File: src/rtl/core/nps_pkg.sv
`default_nettype none
package nps_pkg;

    // Coordinate and arithmetic widths
    localparam int COORD_W  = 16;
    localparam int DIFF_W   = 17;
    localparam int MUL_W    = 34;
    localparam int PROD_W   = 68;
    localparam int ACC_W    = 36;
    localparam int LEN_W    = 33;
    localparam int RAD_W    = 50;
    localparam int ROOT_W   = 25;
    localparam int SQREM_W  = 28;
    localparam int INDEX_W  = 10;
    localparam int STEP_W   = 5;

    // Two quotient bits per divider step, two radicand bits per root step
    localparam logic [STEP_W-1:0] DIV_LAST  = 5'd24;
    localparam logic [STEP_W-1:0] SQRT_LAST = 5'd24;

    localparam logic [ROOT_W-1:0] DIST_MAX = {ROOT_W{1'b1}};

    typedef enum logic [3:0] {
        ST_IDLE,
        ST_SETUP,
        ST_MUL,
        ST_ACC,
        ST_DECIDE,
        ST_DIV,
        ST_SQRT_LOAD,
        ST_SQRT,
        ST_FINISH,
        ST_EMIT
    } state_t;

    typedef enum logic [3:0] {
        OP_LEN_X,
        OP_LEN_Y,
        OP_DOTB_X,
        OP_DOTB_Y,
        OP_DOTA_X,
        OP_DOTA_Y,
        OP_END_X,
        OP_END_Y,
        OP_CRS_X,
        OP_CRS_Y,
        OP_CSQ
    } mul_op_t;

    typedef struct packed {
        logic    accept;
        logic    setup;
        logic    mul;
        logic    acc;
        mul_op_t op;
        logic    far;
        logic    div_step;
        logic    sqrt_load;
        logic    sqrt_step;
        logic    finish;
        logic    emit;
    } cmd_t;

    typedef struct packed {
        logic start;
        logic measure;
        logic last;
        logic len_zero;
        logic dotb_pos;
        logic dota_pos;
        logic out_full;
    } status_t;

endpackage
`default_nettype wire

File: src/rtl/core/nps_ctrl.sv
`default_nettype none
module nps_ctrl
    import nps_pkg::*;
(
    input  wire logic    clk,
    input  wire logic    rst_n,
    input  wire logic    in_valid,
    output logic         in_ready,
    input  wire logic    out_ready,
    input  wire status_t status,
    output cmd_t         cmd
);

    state_t            state_reg, state_next;
    mul_op_t           op_reg, op_next;
    logic              far_reg, far_next;
    logic [STEP_W-1:0] cnt_reg, cnt_next;

    // Hold sequencer state
    always_ff @(posedge clk or negedge rst_n)
    begin
        if (!rst_n)
        begin
            state_reg <= ST_IDLE;
            op_reg    <= OP_LEN_X;
            far_reg   <= 1'b0;
            cnt_reg   <= '0;
        end
        else
        begin
            state_reg <= state_next;
            op_reg    <= op_next;
            far_reg   <= far_next;
            cnt_reg   <= cnt_next;
        end
    end

    // Sequence one vertex through the datapath
    always_comb
    begin
        state_next = state_reg;
        op_next    = op_reg;
        far_next   = far_reg;
        cnt_next   = cnt_reg;
        in_ready   = 1'b0;
        cmd        = '0;
        cmd.op     = op_reg;
        cmd.far    = far_reg;

        unique case (state_reg)
            ST_IDLE:
            begin
                in_ready = 1'b1;
                if (in_valid)
                begin
                    cmd.accept = 1'b1;
                    state_next = ST_SETUP;
                end
            end
            ST_SETUP:
            begin
                cmd.setup = 1'b1;
                op_next   = OP_LEN_X;
                if (status.measure)
                    state_next = ST_MUL;
                else
                    state_next = ST_FINISH;
            end
            ST_MUL:
            begin
                cmd.mul    = 1'b1;
                state_next = ST_ACC;
            end
            ST_ACC:
            begin
                cmd.acc    = 1'b1;
                state_next = ST_MUL;
                unique case (op_reg)
                    OP_LEN_X:  op_next = OP_LEN_Y;
                    OP_LEN_Y:  op_next = OP_DOTB_X;
                    OP_DOTB_X: op_next = OP_DOTB_Y;
                    OP_DOTB_Y: op_next = OP_DOTA_X;
                    OP_DOTA_X: op_next = OP_DOTA_Y;
                    OP_DOTA_Y: state_next = ST_DECIDE;
                    OP_END_X:  op_next = OP_END_Y;
                    OP_END_Y:
                    begin
                        cnt_next   = '0;
                        state_next = ST_SQRT;
                    end
                    OP_CRS_X:  op_next = OP_CRS_Y;
                    OP_CRS_Y:  op_next = OP_CSQ;
                    OP_CSQ:
                    begin
                        cnt_next   = '0;
                        state_next = ST_DIV;
                    end
                    default:   state_next = ST_FINISH;
                endcase
            end
            ST_DECIDE:
            begin
                state_next = ST_MUL;
                if (status.len_zero)
                    state_next = ST_FINISH;
                else if (status.dotb_pos)
                begin
                    op_next  = OP_END_X;
                    far_next = 1'b1;
                end
                else if (status.dota_pos)
                begin
                    op_next  = OP_END_X;
                    far_next = 1'b0;
                end
                else
                    op_next = OP_CRS_X;
            end
            ST_DIV:
            begin
                cmd.div_step = 1'b1;
                cnt_next     = cnt_reg + 1'b1;
                if (cnt_reg == DIV_LAST)
                    state_next = ST_SQRT_LOAD;
            end
            ST_SQRT_LOAD:
            begin
                cmd.sqrt_load = 1'b1;
                cnt_next      = '0;
                state_next    = ST_SQRT;
            end
            ST_SQRT:
            begin
                cmd.sqrt_step = 1'b1;
                cnt_next      = cnt_reg + 1'b1;
                if (cnt_reg == SQRT_LAST)
                    state_next = ST_FINISH;
            end
            ST_FINISH:
            begin
                cmd.finish = 1'b1;
                if (status.last)
                    state_next = ST_EMIT;
                else
                    state_next = ST_IDLE;
            end
            ST_EMIT:
            begin
                if (!status.out_full || out_ready)
                begin
                    cmd.emit   = 1'b1;
                    state_next = ST_IDLE;
                end
            end
            default: state_next = ST_IDLE;
        endcase
    end

endmodule
`default_nettype wire

File: src/rtl/core/nps_datapath.sv
`default_nettype none
module nps_datapath
    import nps_pkg::*;
#(
    parameter int MAX_VERTICES = 1024
)
(
    input  wire logic                       clk,
    input  wire logic                       rst_n,
    input  wire logic signed [COORD_W-1:0]  query_x,
    input  wire logic signed [COORD_W-1:0]  query_y,
    input  wire logic signed [COORD_W-1:0]  vertex_x,
    input  wire logic signed [COORD_W-1:0]  vertex_y,
    input  wire logic                       first_vertex,
    input  wire logic                       last_vertex,
    input  wire cmd_t                       cmd,
    input  wire logic                       out_ready,
    output status_t                         status,
    output logic                            out_valid,
    output logic [INDEX_W-1:0]              insert_index,
    output logic [ROOT_W-1:0]               min_distance,
    output logic                            too_few_vertices
);

    localparam int CW = $clog2(MAX_VERTICES + 1);
    localparam logic [CW-1:0] MAX_COUNT = CW'(MAX_VERTICES);

    // Polyline tracking
    logic signed [COORD_W-1:0] qx_reg, qy_reg, px_reg, py_reg, cx_reg, cy_reg;
    logic [CW-1:0]             count_reg, best_idx_reg;
    logic [ROOT_W-1:0]         best_reg;
    logic                      start_reg, measure_reg, last_reg;

    // Arithmetic
    logic signed [DIFF_W-1:0]  abx_reg, aby_reg, apx_reg, apy_reg, bpx_reg, bpy_reg;
    logic signed [PROD_W-1:0]  p_reg;
    logic [LEN_W-1:0]          len_reg;
    logic signed [ACC_W-1:0]   accb_reg, acca_reg;
    logic [LEN_W-1:0]          drem_reg;
    logic [RAD_W-1:0]          dnum_reg, quo_reg;
    logic [RAD_W-1:0]          rad_reg;
    logic [SQREM_W-1:0]        srem_reg;
    logic [ROOT_W-1:0]         root_reg, dist_reg;

    // Output register
    logic                      out_valid_reg;
    logic [INDEX_W-1:0]        out_idx_reg;
    logic [ROOT_W-1:0]         out_dist_reg;
    logic                      out_few_reg;

    logic signed [MUL_W-1:0]   mul_a, mul_b;
    logic signed [ACC_W-1:0]   p_acc, cross_abs;
    logic signed [DIFF_W-1:0]  ex, ey;
    logic [LEN_W:0]            dr1, dr2;
    logic [LEN_W-1:0]          dr1_k, dr2_k;
    logic                      dq1, dq2;
    logic [SQREM_W-1:0]        s_cand, s_trial;
    logic [RAD_W-1:0]          end_rad;

    assign p_acc     = p_reg[ACC_W-1:0];
    assign cross_abs = accb_reg[ACC_W-1] ? -accb_reg : accb_reg;
    assign ex        = cmd.far ? bpx_reg : apx_reg;
    assign ey        = cmd.far ? bpy_reg : apy_reg;
    assign end_rad   = {acca_reg[LEN_W:0] + p_acc[LEN_W:0], 16'h0000};

    // Pick multiplier operands
    always_comb
    begin
        mul_a = MUL_W'(abx_reg);
        mul_b = MUL_W'(abx_reg);
        case (cmd.op)
            OP_LEN_X:  begin mul_a = MUL_W'(abx_reg); mul_b = MUL_W'(abx_reg); end
            OP_LEN_Y:  begin mul_a = MUL_W'(aby_reg); mul_b = MUL_W'(aby_reg); end
            OP_DOTB_X: begin mul_a = MUL_W'(abx_reg); mul_b = MUL_W'(bpx_reg); end
            OP_DOTB_Y: begin mul_a = MUL_W'(aby_reg); mul_b = MUL_W'(bpy_reg); end
            OP_DOTA_X: begin mul_a = MUL_W'(abx_reg); mul_b = MUL_W'(apx_reg); end
            OP_DOTA_Y: begin mul_a = MUL_W'(aby_reg); mul_b = MUL_W'(apy_reg); end
            OP_END_X:  begin mul_a = MUL_W'(ex);      mul_b = MUL_W'(ex);      end
            OP_END_Y:  begin mul_a = MUL_W'(ey);      mul_b = MUL_W'(ey);      end
            OP_CRS_X:  begin mul_a = MUL_W'(abx_reg); mul_b = MUL_W'(apy_reg); end
            OP_CRS_Y:  begin mul_a = MUL_W'(aby_reg); mul_b = MUL_W'(apx_reg); end
            OP_CSQ:
            begin
                mul_a = cross_abs[MUL_W-1:0];
                mul_b = cross_abs[MUL_W-1:0];
            end
            default:   begin mul_a = '0; mul_b = '0; end
        endcase
    end

    // Two restoring division steps
    always_comb
    begin
        dr1   = {drem_reg, dnum_reg[RAD_W-1]};
        dq1   = dr1 >= {1'b0, len_reg};
        dr1_k = dq1 ? LEN_W'(dr1 - {1'b0, len_reg}) : dr1[LEN_W-1:0];
        dr2   = {dr1_k, dnum_reg[RAD_W-2]};
        dq2   = dr2 >= {1'b0, len_reg};
        dr2_k = dq2 ? LEN_W'(dr2 - {1'b0, len_reg}) : dr2[LEN_W-1:0];
    end

    // One square root digit
    always_comb
    begin
        s_cand  = {srem_reg[SQREM_W-3:0], rad_reg[RAD_W-1:RAD_W-2]};
        s_trial = {1'b0, root_reg, 2'b01};
    end

    // Run the arithmetic
    always_ff @(posedge clk)
    begin
        if (cmd.accept)
        begin
            cx_reg   <= vertex_x;
            cy_reg   <= vertex_y;
        end
        if (cmd.setup)
        begin
            abx_reg  <= DIFF_W'(cx_reg) - DIFF_W'(px_reg);
            aby_reg  <= DIFF_W'(cy_reg) - DIFF_W'(py_reg);
            apx_reg  <= DIFF_W'(qx_reg) - DIFF_W'(px_reg);
            apy_reg  <= DIFF_W'(qy_reg) - DIFF_W'(py_reg);
            bpx_reg  <= DIFF_W'(qx_reg) - DIFF_W'(cx_reg);
            bpy_reg  <= DIFF_W'(qy_reg) - DIFF_W'(cy_reg);
            dist_reg <= DIST_MAX;
        end
        if (cmd.mul)
            p_reg <= mul_a * mul_b;
        if (cmd.acc)
        begin
            case (cmd.op)
                OP_LEN_X:  len_reg  <= p_reg[LEN_W-1:0];
                OP_LEN_Y:  len_reg  <= len_reg + p_reg[LEN_W-1:0];
                OP_DOTB_X: accb_reg <= p_acc;
                OP_DOTB_Y: accb_reg <= accb_reg + p_acc;
                OP_DOTA_X: acca_reg <= p_acc;
                OP_DOTA_Y: acca_reg <= acca_reg + p_acc;
                OP_END_X:  acca_reg <= p_acc;
                OP_END_Y:
                begin
                    rad_reg  <= end_rad;
                    srem_reg <= '0;
                    root_reg <= '0;
                end
                OP_CRS_X:  accb_reg <= p_acc;
                OP_CRS_Y:  accb_reg <= accb_reg - p_acc;
                OP_CSQ:
                begin
                    // Numerator is square << 16; quotient is known to fit the low bits
                    drem_reg <= p_reg[66:34];
                    dnum_reg <= {p_reg[33:0], 16'h0000};
                    quo_reg  <= '0;
                end
                default: ;
            endcase
        end
        if (cmd.div_step)
        begin
            drem_reg <= dr2_k;
            dnum_reg <= {dnum_reg[RAD_W-3:0], 2'b00};
            quo_reg  <= {quo_reg[RAD_W-3:0], dq1, dq2};
        end
        if (cmd.sqrt_load)
        begin
            rad_reg  <= quo_reg;
            srem_reg <= '0;
            root_reg <= '0;
        end
        if (cmd.sqrt_step)
        begin
            rad_reg <= {rad_reg[RAD_W-3:0], 2'b00};
            if (s_cand >= s_trial)
            begin
                srem_reg <= s_cand - s_trial;
                root_reg <= {root_reg[ROOT_W-2:0], 1'b1};
                dist_reg <= {root_reg[ROOT_W-2:0], 1'b1};
            end
            else
            begin
                srem_reg <= s_cand;
                root_reg <= {root_reg[ROOT_W-2:0], 1'b0};
                dist_reg <= {root_reg[ROOT_W-2:0], 1'b0};
            end
        end
        if (cmd.emit)
        begin
            if (count_reg < CW'(2))
            begin
                out_idx_reg  <= INDEX_W'(1);
                out_dist_reg <= DIST_MAX;
                out_few_reg  <= 1'b1;
            end
            else
            begin
                out_idx_reg  <= INDEX_W'(best_idx_reg);
                out_dist_reg <= best_reg;
                out_few_reg  <= 1'b0;
            end
        end
    end

    // Track the polyline and the best segment
    always_ff @(posedge clk or negedge rst_n)
    begin
        if (!rst_n)
        begin
            qx_reg        <= '0;
            qy_reg        <= '0;
            px_reg        <= '0;
            py_reg        <= '0;
            count_reg     <= '0;
            best_idx_reg  <= CW'(1);
            best_reg      <= DIST_MAX;
            start_reg     <= 1'b0;
            measure_reg   <= 1'b0;
            last_reg      <= 1'b0;
            out_valid_reg <= 1'b0;
        end
        else
        begin
            if (cmd.accept)
            begin
                if (first_vertex)
                begin
                    qx_reg <= query_x;
                    qy_reg <= query_y;
                end
                start_reg   <= first_vertex || (count_reg == '0);
                measure_reg <= !first_vertex && (count_reg != '0)
                               && (count_reg < MAX_COUNT);
                last_reg    <= last_vertex;
            end
            if (cmd.finish)
            begin
                if (start_reg)
                begin
                    count_reg    <= CW'(1);
                    best_idx_reg <= CW'(1);
                    best_reg     <= DIST_MAX;
                end
                else if (measure_reg)
                begin
                    if (dist_reg < best_reg)
                    begin
                        best_reg     <= dist_reg;
                        best_idx_reg <= count_reg;
                    end
                    count_reg <= count_reg + 1'b1;
                end
                px_reg <= cx_reg;
                py_reg <= cy_reg;
            end
            if (cmd.emit)
            begin
                count_reg     <= '0;
                out_valid_reg <= 1'b1;
            end
            else if (out_ready)
                out_valid_reg <= 1'b0;
        end
    end

    always_comb
    begin
        status.start    = start_reg;
        status.measure  = measure_reg;
        status.last     = last_reg;
        status.len_zero = (len_reg == '0);
        status.dotb_pos = !accb_reg[ACC_W-1] && (accb_reg != '0);
        status.dota_pos = acca_reg[ACC_W-1];
        status.out_full = out_valid_reg;
    end

    assign out_valid        = out_valid_reg;
    assign insert_index     = out_idx_reg;
    assign min_distance     = out_dist_reg;
    assign too_few_vertices = out_few_reg;

endmodule
`default_nettype wire

File: src/rtl/core/nearest_polyline_segment.sv
`default_nettype none
// Nearest polyline segment finder. Send the vertices of a polyline one item
// at a time, with first_vertex on the first (the query point is latched then)
// and last_vertex on the final one; one result follows the last vertex with
// the insertion index (nearest segment plus one) and the point-to-segment
// distance in unsigned fixed point with 8 fraction bits. An item that starts
// a polyline or is not measured skips the arithmetic. A measured segment is
// worked through one shared 34x34 multiplier, one product at a time: six
// products, two more and a square root when an endpoint is nearest, and in
// the perpendicular case the cross product, its square, a radix-4 divider
// and a state that loads the root. The final vertex then passes a hand-over
// state, where it waits while an earlier result still waits. A result waits
// in an output register while the next vertex is taken.
module nearest_polyline_segment
    import nps_pkg::*;
#(
    parameter int MAX_VERTICES = 1024
)
(
    input  wire logic                      clk,
    input  wire logic                      rst_n,
    input  wire logic                      in_valid,
    output logic                           in_ready,
    input  wire logic signed [COORD_W-1:0] query_x,
    input  wire logic signed [COORD_W-1:0] query_y,
    input  wire logic signed [COORD_W-1:0] vertex_x,
    input  wire logic signed [COORD_W-1:0] vertex_y,
    input  wire logic                      first_vertex,
    input  wire logic                      last_vertex,
    output logic                           out_valid,
    input  wire logic                      out_ready,
    output logic [INDEX_W-1:0]             insert_index,
    output logic [ROOT_W-1:0]              min_distance,
    output logic                           too_few_vertices
);

    cmd_t    cmd;
    status_t status;

    nps_ctrl u_ctrl (
        .clk       (clk),
        .rst_n     (rst_n),
        .in_valid  (in_valid),
        .in_ready  (in_ready),
        .out_ready (out_ready),
        .status    (status),
        .cmd       (cmd)
    );

    nps_datapath #(
        .MAX_VERTICES (MAX_VERTICES)
    ) u_datapath (
        .clk              (clk),
        .rst_n            (rst_n),
        .query_x          (query_x),
        .query_y          (query_y),
        .vertex_x         (vertex_x),
        .vertex_y         (vertex_y),
        .first_vertex     (first_vertex),
        .last_vertex      (last_vertex),
        .cmd              (cmd),
        .out_ready        (out_ready),
        .status           (status),
        .out_valid        (out_valid),
        .insert_index     (insert_index),
        .min_distance     (min_distance),
        .too_few_vertices (too_few_vertices)
    );

endmodule
`default_nettype wire

File: config.mk
export PLATFORM = sky130hd
export DESIGN_NAME = nearest_polyline_segment
export DESIGN_NICKNAME = d
export VERILOG_FILES = /design/src/rtl/core/nps_pkg.sv /design/src/rtl/core/nps_ctrl.sv /design/src/rtl/core/nps_datapath.sv /design/src/rtl/core/nearest_polyline_segment.sv
export SDC_FILE = /design/constraint.sdc
export NUM_CORES = 2
export LEC_CHECK = 0
export BUFFER_PORTS_ARGS = -buffer_cell sky130_fd_sc_hd__buf_2
export CORE_ASPECT_RATIO = 1.1
export CORE_MARGIN = 10
export CORE_UTILIZATION = 30
export DETAILED_ROUTE_END_ITERATION = 8
export MAX_ROUTING_LAYER = met4
export PLACE_DENSITY = 0.57
export SLEW_MARGIN = 25
export SYNTH_ARGS = -nofsm -noshare
export SYNTH_HDL_FRONTEND = slang
export SYNTH_SLANG_ARGS = --single-unit
export TNS_END_PERCENT = 30
File: constraint.sdc
create_clock -name clk -period 10.25 [get_ports clk]
set_input_delay 0 -clock clk [delete_from_list [all_inputs] [get_ports clk]]
set_output_delay 0 -clock clk [all_outputs]
set_load 0.01 [all_outputs]
==> After elaboration in Yosys (flattened, before gate mapping) <==
Index checks and enable logic that the tools add are counted.
{ "totals": {"regBits": 727, "elab_cells": 223} }
{ "classes": {"addsub": 17, "mul": 1, "magnitude_cmp": 6, "n_eq_ne": 27, "muxes": 78, "bitwise_logic": 1, "reduce_logical": 54} }
{ "op_table": {"columns": ["operator", "n"], "rows": [
  ["$mux 50", 10],
  ["$pmux 34 s9", 1],
  ["$mux 25", 9],
  ["$pmux 34 s5", 1],
  ["$mux 33", 5],
  ["$mux 26", 5],
  ["$pmux 36 s3", 1],
  ["$sub 16x16->17", 6],
  ["$add 36x36->36", 2],
  ["$pmux 36 s2", 1],
  ["$ge 34x33->1", 2],
  ["$mul 34x34->67", 1],
  ["$pmux 33 s2", 1],
  ["$sub 33x33->33", 2],
  ["$mux 11", 4],
  ["$mux 4", 10],
  ["$pmux 4 s10", 1],
  ["$reduce_bool 36->1", 1],
  ["$sub 36x36->36", 1],
  ["$add 34x34->34", 1],
  ["$mux 17", 2],
  ["$mux 34", 1],
  ["$neg 34->34", 1],
  ["$add 33x33->33", 1],
  ["other kinds (38)", 114]
]} }

==> Logic depth before layout (Yosys ltp) <==
{ "logic_depth": {"depth_word": 6, "mapped_depth": 40, "mapped_depth_nobuf": 39} }

==> By module <==
A second synthesis with hierarchy kept.
{ "hier_totals": {"hier_cells": 8893, "hier_area_um2": 84716.2} }
{ "modules_own_cells": {"columns": ["mod", "instances", "cells_per_inst", "area_each_um2"], "rows": [
  ["nps_datapath", 1, 8764, 83652.7],
  ["nps_ctrl", 1, 129, 1063.5]
]} }

==> Worst setup path after synthesis <==
No wires, ideal clock.
{ "synth_path": {"path_type": "register -> register", "from": "reg u_ctrl.op_reg[3]", "to": "reg u_datapath.dnum_reg[16], enable pin", "t_arrival_ps": 9583, "path_slack_ps": -88, "stages_incl_launch_ff": 7, "n_path_buf": 3, "synth_period_minus_slack_ps": 10338, "path_cell_list": "dfrtp_1 > clkbuf_1 > nor2b_1 > nand2_1 > clkbuf_1 > buf_1 > o21ai_0"} }
{ "synth_via": {"elab_chain_cells": 3} }
{ "synth_rtl": {"columns": ["item", "line_no", "text"], "rows": [
  ["from (decl)", "nps_ctrl.sv:15", "mul_op_t op_reg, op_next;"],
  ["from (signal assigned)", "nps_ctrl.sv:32", "op_reg <= op_next;"],
  ["$eq 4x4->1", "nps_datapath.sv:131", "case (cmd.op)"],
  ["$reduce_bool 2->1 (no line)", null, null],
  ["$reduce_and 2->1 (no line)", null, null],
  ["to (signal assigned)", "nps_datapath.sv:151", "dnum_reg <= {p_reg[33:0], 16'h0000};"],
  ["to (signal assigned)", "nps_datapath.sv:160", "dnum_reg <= {dnum_reg[RAD_W-3:0], 2'b00};"],
  ["to (decl)", "nps_datapath.sv:40", "logic [RAD_W-1:0] dnum_reg, quo_reg;"]
]} }
No other way between the ends.
A chain may end at the register's enable or synchronous reset.

==> Final worst setup path <==
{ "layout_path": {"from": "reg u_datapath.accb_reg[10]", "to": "reg u_datapath.p_reg[64] (data pin)"} }
{ "layout_via": {"elab_chain_cells": 4} }
{ "layout_rtl": {"columns": ["item", "line_no", "text"], "rows": [
  ["from (decl)", "nps_datapath.sv:38", "logic signed [ACC_W-1:0] accb_reg, acca_reg;"],
  ["from (signal assigned)", "nps_datapath.sv:134", "OP_DOTB_X: accb_reg <= p_acc;"],
  ["from (signal assigned)", "nps_datapath.sv:135", "OP_DOTB_Y: accb_reg <= accb_reg + p_acc;"],
  ["from (signal assigned)", "nps_datapath.sv:145", "OP_CRS_X: accb_reg <= p_acc;"],
  ["$neg 34->34", "nps_datapath.sv:61", "assign cross_abs = accb_reg[ACC_W-1] ? -accb_reg : accb_reg;"],
  ["$mux 34 *", "nps_datapath.sv:61", null],
  ["$pmux 34 s9 / $pmux 34 s5 (equally long branches)", "nps_datapath.sv:71", "case (cmd.op)"],
  ["$mul 34x34->67 *", "nps_datapath.sv:128", "p_reg <= mul_a * mul_b;"],
  ["to (signal assigned)", "nps_datapath.sv:128", null],
  ["to (decl)", "nps_datapath.sv:36", "logic signed [PROD_W-1:0] p_reg;"]
]} }
Every way passes the cells marked *; elsewhere a longest branch is shown, timed or not.

==> key figures <==
Min path
  • Start point of the worst hold path: query_y[14]
  • Hold/Removal Path Class: primary input to flop
  • Endpoint of the worst hold-timing path: u_datapath.qy_reg[14]$_DFFE_PN0P_
  • Number of cells traversed by the worst hold path: 3

Cells and area
  • Max reg flops: 67
  • Most common library cell in the layout ignoring fill and taps: inv_1
  • Final cell utilization of the core: 35.6%
  • Design Area, Final: 99100 um2
  • Count of fill cells added during filler insertion: 28100
  • Area added between synthesis and finish: 17.8%
  • Nets: 11300
  • Most used cells in the layout excluding fill and tap cells: inv_1, nand2_1, fa_1
  • Ratio of cells with drive above 1 in the final layout: 12.7%

Synthesis
  • Leading cell types by total area after synthesis: fa_1, edfxtp_1, ha_1
  • Top cell type's share of synthesized area: 29.5%
  • Yosys cell types: 98
  • Mapped cell area: 84200 um2
  • Area leader, netlist: fa_1
  • Sequential cell area fraction in the yosys report: 24.7%
  • Gate count of the mapped netlist: 8837
  • Average footprint of a synthesized cell: 9.53 um2
  • Warnings, synthesis: 0
  • Syn Nets: 10700
  • Synthesis-stage register bit count: 713
  • Share of flip-flops with an asynchronous set or reset: 18.0%
  • Number of enable flip-flop cells after synthesis: 583
  • Ys flop type: edfxtp_1

Place
  • Number of buffers added on ports: 107
  • Routability-driven placement congestion ratio: 0.996
  • Total half-perimeter wirelength after legalization and detailed placement: 229000 um
  • Placed inst area: 93600 um2

STA
  • Number of pins with negative max-slew slack in the final report: 0
  • Slew at the pin closest to its max-slew limit: 1.01 ns
  • Setup repair after global routing missed its margin: true
  • Final Critical Period: 10.03 ns
  • Final Skew: 0.0923 ns
  • Total setup violations reported at the end of the flow: 0
  • Final cycle utilization of the critical path: 97.9%
  • Worst slew margin: 32.7%
  • Number of failing hold endpoints at the final stage: 0
  • Highest Clock Rate: 99.7 MHz
  • Worst slack on hold paths: 0.0564 ns

GRT
  • Largest net degree at the start of global routing: 81
  • Overall fraction of global-route tracks in use: 18.5%
  • Number of antenna violations at the first check in global routing: 8
  • First-pass GRT wire length: 423000 um
  • Number of global-route vias before repair: 69400
  • GR Overflow Total: 0

Worst setup path
  • Capturing point of the worst reg2reg path: u_datapath.p_reg[64]$_DFFE_PP_
  • Highest cell delay on the worst timing path: 0.61 ns
  • Setup crit end kind: flop
  • Startpoint class of the critical path: flop
  • Slowest stage cell, crit path: fa_2
  • Type of the setup path with the least slack: flop to flop
  • Crit path max fanout: 4
  • Dominant cell type by count on the critical path: fa_1
  • Flop-to-flop setup slack: 0.22 ns
  • Startpoint of the most critical register-to-register path: u_datapath.accb_reg[10]$_DFFE_PP_
  • Data arrival time of the critical path: 10.47 ns
  • Critical Path RT: 10.69 ns
  • Cell depth of the worst flop-to-flop path: 34

Floorplan
  • Top-Level Pins: 108
  • Area enclosed by the die boundary: 302000 um2
  • Chip width: 525 um
  • Std cell rows: 203
  • Die span in y: 576 um
  • Initial Utilization: 30.2%
  • Area of the core: 279000 um2

Clock tree
  • H-tree depth: 3
  • Longest Clk Path Bufs: 3
  • CTS Buf Count: 86
  • Clock input transition at the sequential cells of the worst setup and hold paths: 0.06 ns
  • Clock tree root buffer cell: clkbuf_16
  • Skew-Pair Late Insertion Delay: 0.76 ns
  • CTS tree: yes
  • Number of sinks handled by clock tree synthesis: 713

Detailed routing
  • DRC violation count after routing: 0
  • Total Wirelength: 278000 um
  • Vias after detailed routing: 65700
  • Via density per instance: 4.96
  • Post-detailed-route wirelength per cell: 21.0 um
  • Iteration-0 DRC Markers: 4758
  • First-pass DRT Iterations: 6
  • Number of antenna-violating nets in the routed design: 0

Flow run
  • Max-cap viol count: 0

Status
  • Result of the run: completed
## worst max-delay path by stage
stage	start	slack (ns)	end
after floorplan	u_datapath.accb_reg[10]$_DFFE_PP_	0.22	u_datapath.p_reg[60]$_DFFE_PP_
after global placement	u_datapath.accb_reg[10]$_DFFE_PP_	-0.20	u_datapath.p_reg[59]$_DFFE_PP_
after detailed placement	u_datapath.accb_reg[10]$_DFFE_PP_	-0.16	u_datapath.p_reg[65]$_DFFE_PP_
after CTS	u_datapath.accb_reg[10]$_DFFE_PP_	0.001	u_datapath.p_reg[60]$_DFFE_PP_
after global routing	u_datapath.accb_reg[0]$_DFFE_PP_	-0.06	u_datapath.p_reg[64]$_DFFE_PP_
final	u_datapath.accb_reg[10]$_DFFE_PP_	0.22	u_datapath.p_reg[64]$_DFFE_PP_
## timing repair
item	4_1_cts	5_1_grt
setup buffers	5	21
hold buffers	148	0
cloned	0	3
setup endpoints to repair	12	27
pin swaps	1	74
gates resized for setup	13	176
hold endpoints to repair	137	0
## synthesized netlist by cell type (75+ instances only)
library cell	instances
o21ai_0	307
edfxtp_1	583
xor2_1	141
mux2i_1	115
and3_1	81
clkbuf_1	307
nand2_1	1333
fa_1	1242
nor3_1	75
nor2_1	714
ha_1	523
a21oi_1	328
dfrtp_1	102
xnor2_1	241
a21o_1	187
nand3_1	101
inv_1	1499
## routing by layer
| metal | GRT usage, % | routed length, um | vias up |
|---|---|---|---|
| met2 | 30.8 | 133000 | 1957 |
| met3 | 2.22 | 15900 | 535 |
| li1 | - | - | 29800 |
| met1 | 22.9 | 115000 | 33400 |
| met5 | - | 0 | - |
| met4 | 7.89 | 14300 | 0 |
## metrics by stage
step,std cells,worst slack (ns),setup TNS [ns]
finish,13300,0.216,0
global route,13200,-0.0650,-0.243
CTS,13200,0.00148,0
detailed placement,12900,-0.164,-0.930
global placement,12900,-0.202,-1.12
floorplan,8837,0.222,0
## cells by family (layout without fill, tap and decap cells)
kind of cell               after synthesis  count (layout)  share of synthesized area [%]
AOI/OAI and AO/OA                     1333            1333                           10.3
xor gates and xnor gates               383             383                           3.99
adders and majority gates             1765            1765                           37.3
buffers and inverters                 1859            2579                           8.33
DFF                                    713             713                           24.7
muxes                                  172             172                           2.13
other                                    0               5                              0
and+or+nand+nor                       2612            2612                           13.2
## worst max-delay path: cells and delay by family, from the launching register on
family / cells / cell delay (ns)
AOI/OAI and AO/OA: 11 / 2.37
xor gates and xnor gates: 2 / 0.50
adders and majority gates: 9 / 4.32
buffers and inverters: 5 / 0.65
DFF: 1 / 0.40
and+or+nand+nor: 7 / 1.46
## cell type report
| class | count | area, um2 | area share (%) |
|---|---|---|---|
| Multi-Input combinational cell | 6265 | 57200 | 57.7 |
| Sequential cell | 713 | 20800 | 21.0 |
| Timing Repair Buffer | 916 | 7790 | 7.86 |
| Inverter | 1502 | 5640 | 5.69 |
| Tap cell | 3690 | 4620 | 4.66 |
| Clock buffer | 103 | 2270 | 2.29 |
| Clock inverter | 58 | 779 | 0.786 |
| Antenna cell | 5 | 12.5 | 0.0126 |
Power is not shown: default switching activity piles up to over one toggle a cycle in this logic, so the estimate is an artifact.
